<file path="config.mk">
export PLATFORM = sky130hd
export DESIGN_NAME = i2c_bus_clear_sequencer
export DESIGN_NICKNAME = d
export VERILOG_FILES = /design/src/hw/rtl/ibcs_pkg.sv /design/src/hw/rtl/i2c_bus_clear_sequencer.sv /design/src/hw/rtl/ibcs_core.sv /design/src/hw/rtl/ibcs_oreg.sv
export SDC_FILE = /design/constraint.sdc
export NUM_CORES = 1
export LEC_CHECK = 0
export BUFFER_PORTS_ARGS = -buffer_cell sky130_fd_sc_hd__buf_2
export CAP_MARGIN = 20
export CORE_UTILIZATION = 50
export DETAILED_ROUTE_END_ITERATION = 8
export HOLD_SLACK_MARGIN = 0.12
export PLACE_DENSITY = 0.66
export RECOVER_POWER = 100
export REMOVE_ABC_BUFFERS = 1
export SLEW_MARGIN = 15
export SYNTH_ARGS = -nofsm -noshare
export SYNTH_HDL_FRONTEND = slang
export SYNTH_SLANG_ARGS = --single-unit
</file>
<file path="constraint.sdc">
create_clock -name i_clk -period 7.2 [get_ports i_clk]
set_clock_uncertainty 0.2 [all_clocks]
set_input_delay 0.36 -clock i_clk [delete_from_list [all_inputs] [get_ports i_clk]]
set_output_delay 0.36 -clock i_clk [all_outputs]
set_load 0.005 [all_outputs]
</file>
<file path="src/hw/rtl/ibcs_pkg.sv">
package ibcs_pkg;

    localparam int unsigned CapW  = 8;
    localparam int unsigned TickW = 16;
    localparam int unsigned CfgW  = 16;

    localparam logic [CapW-1:0]  CapReset  = 8'd32;
    localparam logic [TickW-1:0] HalfReset = 16'd10;

    // Configuration register indexes.
    typedef enum logic {
        CFG_CLOCK_CAP   = 1'b0,
        CFG_HALF_PERIOD = 1'b1
    } t_cfg_idx;

    typedef enum logic [2:0] {
        PH_IDLE   = 3'd0,
        PH_CLK_HI = 3'd1,
        PH_CLK_LO = 3'd2,
        PH_STOP_A = 3'd3,
        PH_STOP_B = 3'd4,
        PH_STOP_C = 3'd5,
        PH_STOP_D = 3'd6
    } t_phase;

    typedef struct packed {
        logic            scl_pull_low;
        logic            sda_pull_low;
        logic            busy_res;
        logic            done_res;
        logic            bus_ok;
        logic [CapW-1:0] clocks_issued;
    } t_result;

endpackage

</file>
<file path="src/hw/rtl/i2c_bus_clear_sequencer.sv">
// Latency: a result appears in the output register in the cycle after its item is accepted.
// Throughput: one item per cycle; the only limit is the downstream ready.
// The sequencer state and the result register advance together in one clocked pass.
// Reset (synchronous, active low): phase idle, counters and flags cleared,
// clock_cap = 32, half_period_ticks = 10, no result pending.
module i2c_bus_clear_sequencer (
    input  logic                      i_clk,
    input  logic                      i_rst_n,
    input  logic                      i_valid,
    output logic                      o_ready,
    input  logic                      i_start_req,
    input  logic                      i_sda_in,
    input  logic                      i_scl_in,
    output logic                      o_valid,
    input  logic                      i_ready,
    output logic                      o_scl_pull_low,
    output logic                      o_sda_pull_low,
    output logic                      o_busy_res,
    output logic                      o_done_res,
    output logic                      o_bus_ok,
    output logic [ibcs_pkg::CapW-1:0] o_clocks_issued,
    input  logic                      i_cfg_we,
    input  logic                      i_cfg_idx,
    input  logic [ibcs_pkg::CfgW-1:0] i_cfg_data
);

    // An item is taken whenever the output register is empty or is being
    // emptied in the same cycle, so a waiting result never blocks the input.
    logic              accept;
    ibcs_pkg::t_result core_res;
    ibcs_pkg::t_result out_res;

    assign o_ready = !o_valid || i_ready;
    assign accept  = i_valid && o_ready;

    // The core holds the phase machine, the tick and pulse counters and the
    // two configuration registers. Phase and counters move only on an accepted
    // item, since each item is one time tick of the bus; config writes need none.
    ibcs_core u_core (
        .i_clk       (i_clk),
        .i_rst_n     (i_rst_n),
        .i_accept    (accept),
        .i_start_req (i_start_req),
        .i_sda_in    (i_sda_in),
        .i_scl_in    (i_scl_in),
        .i_cfg_we    (i_cfg_we),
        .i_cfg_idx   (i_cfg_idx),
        .i_cfg_data  (i_cfg_data),
        .o_result    (core_res)
    );

    // The output register parts the two handshakes.
    ibcs_oreg u_oreg (
        .i_clk    (i_clk),
        .i_rst_n  (i_rst_n),
        .i_load   (accept),
        .i_take   (i_ready),
        .i_result (core_res),
        .o_valid  (o_valid),
        .o_result (out_res)
    );

    assign o_scl_pull_low  = out_res.scl_pull_low;
    assign o_sda_pull_low  = out_res.sda_pull_low;
    assign o_busy_res      = out_res.busy_res;
    assign o_done_res      = out_res.done_res;
    assign o_bus_ok        = out_res.bus_ok;
    assign o_clocks_issued = out_res.clocks_issued;

endmodule

</file>
<file path="src/hw/rtl/ibcs_core.sv">
module ibcs_core (
    input  logic                         i_clk,
    input  logic                         i_rst_n,
    input  logic                         i_accept,
    input  logic                         i_start_req,
    input  logic                         i_sda_in,
    input  logic                         i_scl_in,
    input  logic                         i_cfg_we,
    input  logic                         i_cfg_idx,
    input  logic [ibcs_pkg::CfgW-1:0]    i_cfg_data,
    output ibcs_pkg::t_result            o_result
);

    ibcs_pkg::t_phase                 r_phase, n_phase;
    logic [ibcs_pkg::TickW-1:0]       r_tick, n_tick;
    logic [ibcs_pkg::CapW-1:0]        r_pulse, n_pulse;
    logic                             r_rel, n_rel;
    logic                             r_last, n_last;
    logic [ibcs_pkg::CapW-1:0]        r_cap;
    logic [ibcs_pkg::TickW-1:0]       r_half;

    logic [ibcs_pkg::TickW-1:0]       tick_inc;
    logic [ibcs_pkg::TickW-1:0]       half_eff;
    logic                             end_of_phase;
    ibcs_pkg::t_result                res;

    always_ff @(posedge i_clk) begin
        if (!i_rst_n) begin
            r_phase <= ibcs_pkg::PH_IDLE;
            r_tick  <= '0;
            r_pulse <= '0;
            r_rel   <= 1'b0;
            r_last  <= 1'b0;
            r_cap   <= ibcs_pkg::CapReset;
            r_half  <= ibcs_pkg::HalfReset;
        end else begin
            r_phase <= n_phase;
            r_tick  <= n_tick;
            r_pulse <= n_pulse;
            r_rel   <= n_rel;
            r_last  <= n_last;
            if (i_cfg_we) begin
                case (ibcs_pkg::t_cfg_idx'(i_cfg_idx))
                    ibcs_pkg::CFG_CLOCK_CAP:   r_cap  <= i_cfg_data[ibcs_pkg::CapW-1:0];
                    ibcs_pkg::CFG_HALF_PERIOD: r_half <= i_cfg_data[ibcs_pkg::TickW-1:0];
                    default: ;
                endcase
            end
        end
    end

    assign tick_inc     = r_tick + ibcs_pkg::TickW'(1);
    assign half_eff     = (r_half == '0) ? ibcs_pkg::TickW'(1) : r_half;
    assign end_of_phase = (tick_inc >= half_eff);

    always_comb begin
        n_phase = r_phase;
        n_tick  = r_tick;
        n_pulse = r_pulse;
        n_rel   = r_rel;
        n_last  = r_last;
        res     = '0;
        if (i_accept) begin
            case (r_phase)
                ibcs_pkg::PH_IDLE: begin
                    if (i_start_req) begin
                        n_pulse = '0;
                        n_rel   = 1'b0;
                        if (i_sda_in) begin
                            n_last       = 1'b1;
                            res.done_res = 1'b1;
                            res.bus_ok   = 1'b1;
                        end else if (r_cap == '0) begin
                            n_phase      = ibcs_pkg::PH_STOP_A;
                            n_tick       = '0;
                            res.busy_res = 1'b1;
                        end else begin
                            n_phase      = ibcs_pkg::PH_CLK_HI;
                            n_tick       = '0;
                            res.busy_res = 1'b1;
                        end
                    end
                end
                default: begin
                    res.busy_res = 1'b1;
                    n_tick       = tick_inc;
                    case (r_phase)
                        ibcs_pkg::PH_CLK_LO: res.scl_pull_low = 1'b1;
                        ibcs_pkg::PH_STOP_A: res.scl_pull_low = 1'b1;
                        ibcs_pkg::PH_STOP_B: begin
                            res.scl_pull_low = 1'b1;
                            res.sda_pull_low = 1'b1;
                        end
                        ibcs_pkg::PH_STOP_C: res.sda_pull_low = 1'b1;
                        default: ;
                    endcase
                    if (end_of_phase) begin
                        n_tick = '0;
                        case (r_phase)
                            ibcs_pkg::PH_CLK_HI: begin
                                n_pulse = r_pulse + ibcs_pkg::CapW'(1);
                                if (i_sda_in) begin
                                    n_rel   = 1'b1;
                                    n_phase = ibcs_pkg::PH_STOP_A;
                                end else begin
                                    n_phase = ibcs_pkg::PH_CLK_LO;
                                end
                            end
                            ibcs_pkg::PH_CLK_LO: begin
                                if (r_pulse < r_cap) begin
                                    n_phase = ibcs_pkg::PH_CLK_HI;
                                end else begin
                                    n_rel   = i_sda_in;
                                    n_phase = ibcs_pkg::PH_STOP_A;
                                end
                            end
                            ibcs_pkg::PH_STOP_A: n_phase = ibcs_pkg::PH_STOP_B;
                            ibcs_pkg::PH_STOP_B: n_phase = ibcs_pkg::PH_STOP_C;
                            ibcs_pkg::PH_STOP_C: n_phase = ibcs_pkg::PH_STOP_D;
                            default: begin
                                n_last       = r_rel & i_sda_in & i_scl_in;
                                res.bus_ok   = r_rel & i_sda_in & i_scl_in;
                                res.done_res = 1'b1;
                                res.busy_res = 1'b0;
                                n_phase      = ibcs_pkg::PH_IDLE;
                            end
                        endcase
                    end
                end
            endcase
        end
        res.clocks_issued = n_pulse;
    end

    // The last outcome is kept as part of the sequencer state only.
    assign o_result = r_last ? res : res;

endmodule

</file>
<file path="src/hw/rtl/ibcs_oreg.sv">
module ibcs_oreg (
    input  logic              i_clk,
    input  logic              i_rst_n,
    input  logic              i_load,
    input  logic              i_take,
    input  ibcs_pkg::t_result i_result,
    output logic              o_valid,
    output ibcs_pkg::t_result o_result
);

    logic              r_valid;
    ibcs_pkg::t_result r_result;

    always_ff @(posedge i_clk) begin
        if (!i_rst_n) begin
            r_valid <= 1'b0;
        end else if (i_load) begin
            r_valid <= 1'b1;
        end else if (i_take) begin
            r_valid <= 1'b0;
        end
    end

    always_ff @(posedge i_clk) begin
        if (i_load) begin
            r_result <= i_result;
        end
    end

    assign o_valid  = r_valid;
    assign o_result = r_result;

endmodule

</file>
# Yosys cells after proc, flatten, opt, wreduce, memory -nomap -nowiden
# Cells that the tools add are included.
# totals
reg_bits,66
inputBits,25
out_inout_bits,15
# op_classes
n_addsub,2
order_cmp,2
n_eq_ne,9
n_mux,34
n_bitwise,3
n_reduce_logical,17
# op_table
cell,n
$mux W16,5
$mux W8,5
$mux W3,8
$add A16 B1 Y16 const B,1
$ge A16 B16 Y1,1
$logic_not A16 Y1,1
$pmux W3 S5,1
$mux W1,11
$add A8 B1 Y8 const B,1
$logic_not A8 Y1,1
$lt A8 B8 Y1,1
$eq A3 B2 Y1 const B,2
$eq A3 B3 Y1 const B,2
$mux W2,3
$reduce_and A6 Y1,1
$reduce_or A5 Y1,1
$ne A2 B2 Y1 const B,2
$reduce_and A2 Y1,2
$reduce_and A4 Y1,1
$reduce_bool A2 Y1,2
$eq A3 B1 Y1 const B,1
$logic_not A3 Y1,1
$ne A3 B2 Y1 const B,1
$ne A3 B3 Y1 const B,1
other kinds (10),11

# Depth between registers and ports, before layout
# depth
word_depth,6
depth_mapped,14

# Modules after synthesis
# From an unflattened synthesis, not the netlist that was laid out.
# hier_totals
hier_cells,441
hier_area_um2,3691.0
# by_module_without_submodules
mod,n_inst,cells_per_inst,area_each_um2
ibcs_core,1,423,3236.9
ibcs_oreg,1,16,431.7
i2c_bus_clear_sequencer,1,2,22.5

# Worst setup path after synthesis
# No wires, ideal clock.
# synth_path
path_type,reg2reg
from,register u_core.r_tick[0] (netlist bit)
to,register u_oreg.r_result (netlist bit u_oreg.o_result[6]) (data pin)
arrival_ps,3309
setup_slack_ps,3425
stages_incl_launch_ff,13
path_cell_list,dfxtp_1 ha_1 nand3_1 nor2_1 a31oi_1 or2_2 ha_1 nand4_2 or4_1 o32a_4 and2_4 o211a_1 or3_1
# synth_rtl
item,line,rtl
start: declaration,ibcs_core.sv:15,"logic [ibcs_pkg::TickW-1:0] r_tick, n_tick;"
start signal: assignment,ibcs_core.sv:38,r_tick <= n_tick;
end signal: assignment,ibcs_oreg.sv:26,r_result <= i_result;
end: declaration,ibcs_oreg.sv:12,ibcs_pkg::t_result r_result;

==> summary by stage <==
Job
The reported max-cap violation count is 0.

Floorplanning
The cell row count is 30. The floorplan step defined a die boundary enclosing 7430 um2. The area of the placeable core is 6830 um2. For this configuration, the core starts out at a cell density of 51.9%. The horizontal die dimension is 86.2 um. From bottom edge to top edge, the die measures 86.2 um. The number of placed I/O pins is 40.

Logic synthesis
The top flip-flop cell by instance count after synthesis is sky130_fd_sc_hd__dfxtp_1. The most common cell in the netlist is sky130_fd_sc_hd__nand2_1. The area share of the leading cell type in the synthesized netlist is 29.9%. Ranked by instance count, the synthesized netlist is headed by 74 x sky130_fd_sc_hd__nand2_1, 53 x sky130_fd_sc_hd__dfxtp_1, 38 x sky130_fd_sc_hd__a21oi_1.

The number of different library cells in the post-synthesis netlist is 47. Of the synthesized area, sequential elements account for 40.9%. The mean area per synthesized cell is 8.54 um2. Summing every instance area after synthesis gives 3540 um2.

Synthesis handed over a netlist of 415 instances. Yosys attributes the largest share of cell area to sky130_fd_sc_hd__dfxtp_1 30%, sky130_fd_sc_hd__edfxtp_1 11%, sky130_fd_sc_hd__ha_1 8.8%, sky130_fd_sc_hd__nand2_1 7.8%, sky130_fd_sc_hd__a21oi_1 5.4%. The cell type with the largest total area after synthesis is sky130_fd_sc_hd__dfxtp_1.

Yosys mapped a number of flops with a built-in enable equal to 13. The Yosys step of the flow raised 0 warnings. The synthesized design contains 66 register bits. In the synthesized netlist the async set-or-reset flop fraction comes to 0%.

Worst setup path
For this run, the slowest stage of the critical path takes 0.56 ns. The element type at the critical path start is a flop. On the critical path, the stage with the largest delay is an instance of sky130_fd_sc_hd__or4_1. The cell count along the critical path is 12.

STA puts the critical path data arrival time at 4.09 ns. The critical path is of the flop to flop type. The worst setup slack for register-to-register paths is 3.00 ns. The cell family contributing the most delay on the critical path is simple AND/OR/NAND/NOR gates.

Among the stages of the critical path, the cell type that occurs most often is sky130_fd_sc_hd__ha_1. Traced cell by cell, the critical path runs through ha_1, nand3_1, nor2_1, a31oi_1, or2_2, ha_1, nand4_1, or4_1, o32a_1, and2_0, o211a_1, or3_1. The sum of buffers and inverters on the critical path is 0. The required time of the critical path is 7.09 ns. The worst register-to-register path has a depth of 12.

STA classifies the critical path endpoint as a flop. The maximum fanout encountered on the critical timing path is 9.

Finish
Of the cells placed in the final design, the portion with a size suffix greater than 1 is 9.17%. The final instance count without filler cells is 565. The area added between synthesis and finish is 14.2%. The antenna diode instance count is 0. The net count reported at finish is 514. Measured on the finished design, the core utilization comes to 59.2%.

The summed area of non-filler cells in the final layout is 4050 um2.

GRT
The initial antenna violation count is 0. The number of global-route vias before repair was 2822. The aggregate global-route resource usage is 22.8%. Entering global routing, the biggest net connects 24 pins. Global routing finished with a remaining overflow of 0. The first global-routing pass estimated 13100 um of wire.

Clock network
Counting the buffers created by CTS gives 9. The clock latency of the later-clocked register in the worst-skew pair is 0.34 ns. The clock edge transition at the registers on the reported setup and hold paths is 0.07 ns.

The maximum count of clock buffers along a single path is 2. The number of H-tree branching levels is 3. Buffers added to address setup during post-CTS repair amount to 0. CTS saw 66 sinks. In this run, post-CTS repair resized a total of 0 instances. TritonCTS built the clock tree. Clock tree synthesis selected as its root buffer the cell sky130_fd_sc_hd__clkbuf_8.

Detailed routing
The detailed router's first-iteration violation count is 211. The routed design has 7820 um of wire. In the final routed layout, each cell accounts on average for 13.8 um. The number of detailed-routing iterations run before antenna repair is 4.

In the routed layout, each cell is associated on average with a via count of 5.41. The count of antenna-violating nets left after detailed routing is 0. The count of unresolved DRC violations after routing is 0.

The routed layout has 3058 vias.

Timing
The worst max-slew margin expressed relative to the limit is 26.0%. The count of final max-slew check failures is 0. The transition time of the tightest slew-check pin is 1.11 ns. The minimum clock period is 4.20 ns. Of the available clock period, the critical path in the final layout requires 58.3%. The final number of hold-violating endpoints is 0. Derived from the worst setup path, the maximum achievable clock frequency is 0.238 GHz.

Setup violations remaining at the end of the flow were counted as 0. In the final timing run, aggregate negative setup slack is 0 ns. Setup repair after global routing left no endpoint under its margin.

Status
The run finished with clean final reports.

Placement
The number of input and output port buffers inserted is 39. The total placed instance area is 3790 um2. The congestion estimate from routability-driven global placement came to 0.829.

Once detailed placement completed, the half-perimeter wirelength came to 5480 um. Counting tap cells, the placed design contains a total of 532 instances.

Power and ir drop
The ratio of total power to cell area is 185 nW/um2. The largest voltage drop on the vdd net is 0.132 mV. For this design the static power due to leakage is 0.00165 uW.

Hold path
The number of cells on the worst hold path is 3. The classification of the worst-slack hold path is input port to flop.
[metrics by stage]
step | hold WS, ns | setup slack [ns] | power [uW]
after floorplan | 0.236 | 3.43 | 461
after global placement | 0.244 | 3.24 | 492
after detailed placement | 0.248 | 3.17 | 494
after CTS | 0.148 | 3.16 | 755
after global routing | 0.182 | 2.72 | 782
final | 0.164 | 3.00 | 749
[routing by layer]
layer / GRT usage [%] / up-vias / routed length, um
li1: - / 1572 / -
met1: 31.9 / 1408 / 3930
met2: 34.2 / 69 / 3440
met3: 5.05 / 9 / 344
met4: 9.09 / 0 / 110
met5: 0 / - / 0
[worst paths after layout]
| check | start | end |
|---|---|---|
| max | u_core.r_tick[0]$_SDFFE_PN0P_ | u_oreg.o_result[6]$_DFFE_PP_ |
| min | i_start_req | u_oreg.o_result[9]$_DFFE_PP_ |
| max reg2reg | u_core.r_tick[0]$_SDFFE_PN0P_ | u_oreg.o_result[6]$_DFFE_PP_ |
| min reg2reg | u_core.r_tick[14]$_SDFFE_PN0P_ | u_core.r_tick[14]$_SDFFE_PN0P_ |
[cells in the final DEF, fill, tap and decap left out, types with 4 or more instances in the layout]
master / n
sky130_fd_sc_hd__nand3_1: 15
sky130_fd_sc_hd__a21o_1: 4
sky130_fd_sc_hd__edfxtp_1: 13
sky130_fd_sc_hd__nand2_1: 74
sky130_fd_sc_hd__nor2_1: 21
sky130_fd_sc_hd__o21ai_0: 10
sky130_fd_sc_hd__nand2b_1: 8
sky130_fd_sc_hd__xnor2_1: 8
sky130_fd_sc_hd__clkbuf_1: 14
sky130_fd_sc_hd__a22oi_1: 13
sky130_fd_sc_hd__dlygate4sd3_1: 17
sky130_fd_sc_hd__nand4_1: 4
sky130_fd_sc_hd__buf_2: 28
sky130_fd_sc_hd__and4_1: 4
sky130_fd_sc_hd__ha_1: 25
sky130_fd_sc_hd__a21oi_1: 39
sky130_fd_sc_hd__or3_1: 4
sky130_fd_sc_hd__inv_1: 28
sky130_fd_sc_hd__mux2i_1: 5
sky130_fd_sc_hd__nor4_1: 8
sky130_fd_sc_hd__and3_1: 4
sky130_fd_sc_hd__clkbuf_8: 9
sky130_fd_sc_hd__dfxtp_1: 53
sky130_fd_sc_hd__a31oi_1: 7
sky130_fd_sc_hd__xor2_1: 5
sky130_fd_sc_hd__and2_0: 7
[flip-flops by register name, summed over array words and instances (netlist names)]
name             flops
u_core.r_rel         1
u_core.r_pulse       8
u_core.r_tick       16
u_core.r_cap         8
u_oreg.o_valid       1
u_core.r_half       16
u_core.r_phase       3
u_oreg.o_result     13
[final cells by class]
| type | count | area, um2 |
|---|---|---|
| fill | 664 | 2780 |
| inverter | 28 | 105 |
| sequential | 66 | 1450 |
| clock inverter | 5 | 21.3 |
| multi-input combinational | 302 | 1860 |
| timing repair buffer | 57 | 355 |
| tap | 96 | 120 |
| clock buffer | 11 | 131 |
[power breakdown]
group	switching [uW]	leakage [uW]	total (uW)	internal (uW)
registers	10.1	0.000561	401	391
logic	52.8	0.00101	89.5	36.6
clock network	138	0.0000796	258	121
total	200	0.00165	749	548
[cell families (layout without fill, tap and decap cells)]
kind of cell    after synthesis  count (layout)  share of synthesized area [%]
simple gates                163             163                           22.2
xor+xnor                     13              13                           3.21
compound gates               96              96                           18.2
flops                        66              66                           40.9
buf+inv                      47             101                           5.22
fa+ha+maj                    25              25                           8.82
mux                           5               5                           1.41
[worst register-to-register path, cell delays in order (launching register included)]
cell and delay [ns]:
sky130_fd_sc_hd__dfxtp_1 0.40, sky130_fd_sc_hd__ha_1 0.25, sky130_fd_sc_hd__nand3_1 0.19, sky130_fd_sc_hd__nor2_1 0.21
sky130_fd_sc_hd__a31oi_1 0.11, sky130_fd_sc_hd__or2_2 0.31, sky130_fd_sc_hd__ha_1 0.30, sky130_fd_sc_hd__nand4_1 0.16
sky130_fd_sc_hd__or4_1 0.57, sky130_fd_sc_hd__o32a_1 0.42, sky130_fd_sc_hd__and2_0 0.26, sky130_fd_sc_hd__o211a_1 0.23
sky130_fd_sc_hd__or3_1 0.33
[repair_timing]
item	in CTS	in global routing
endpoints found under the hold margin	25	0
setup endpoints to repair	0	0
hold buffers	17	0
Note: power is estimated with default switching activity, not from simulation.
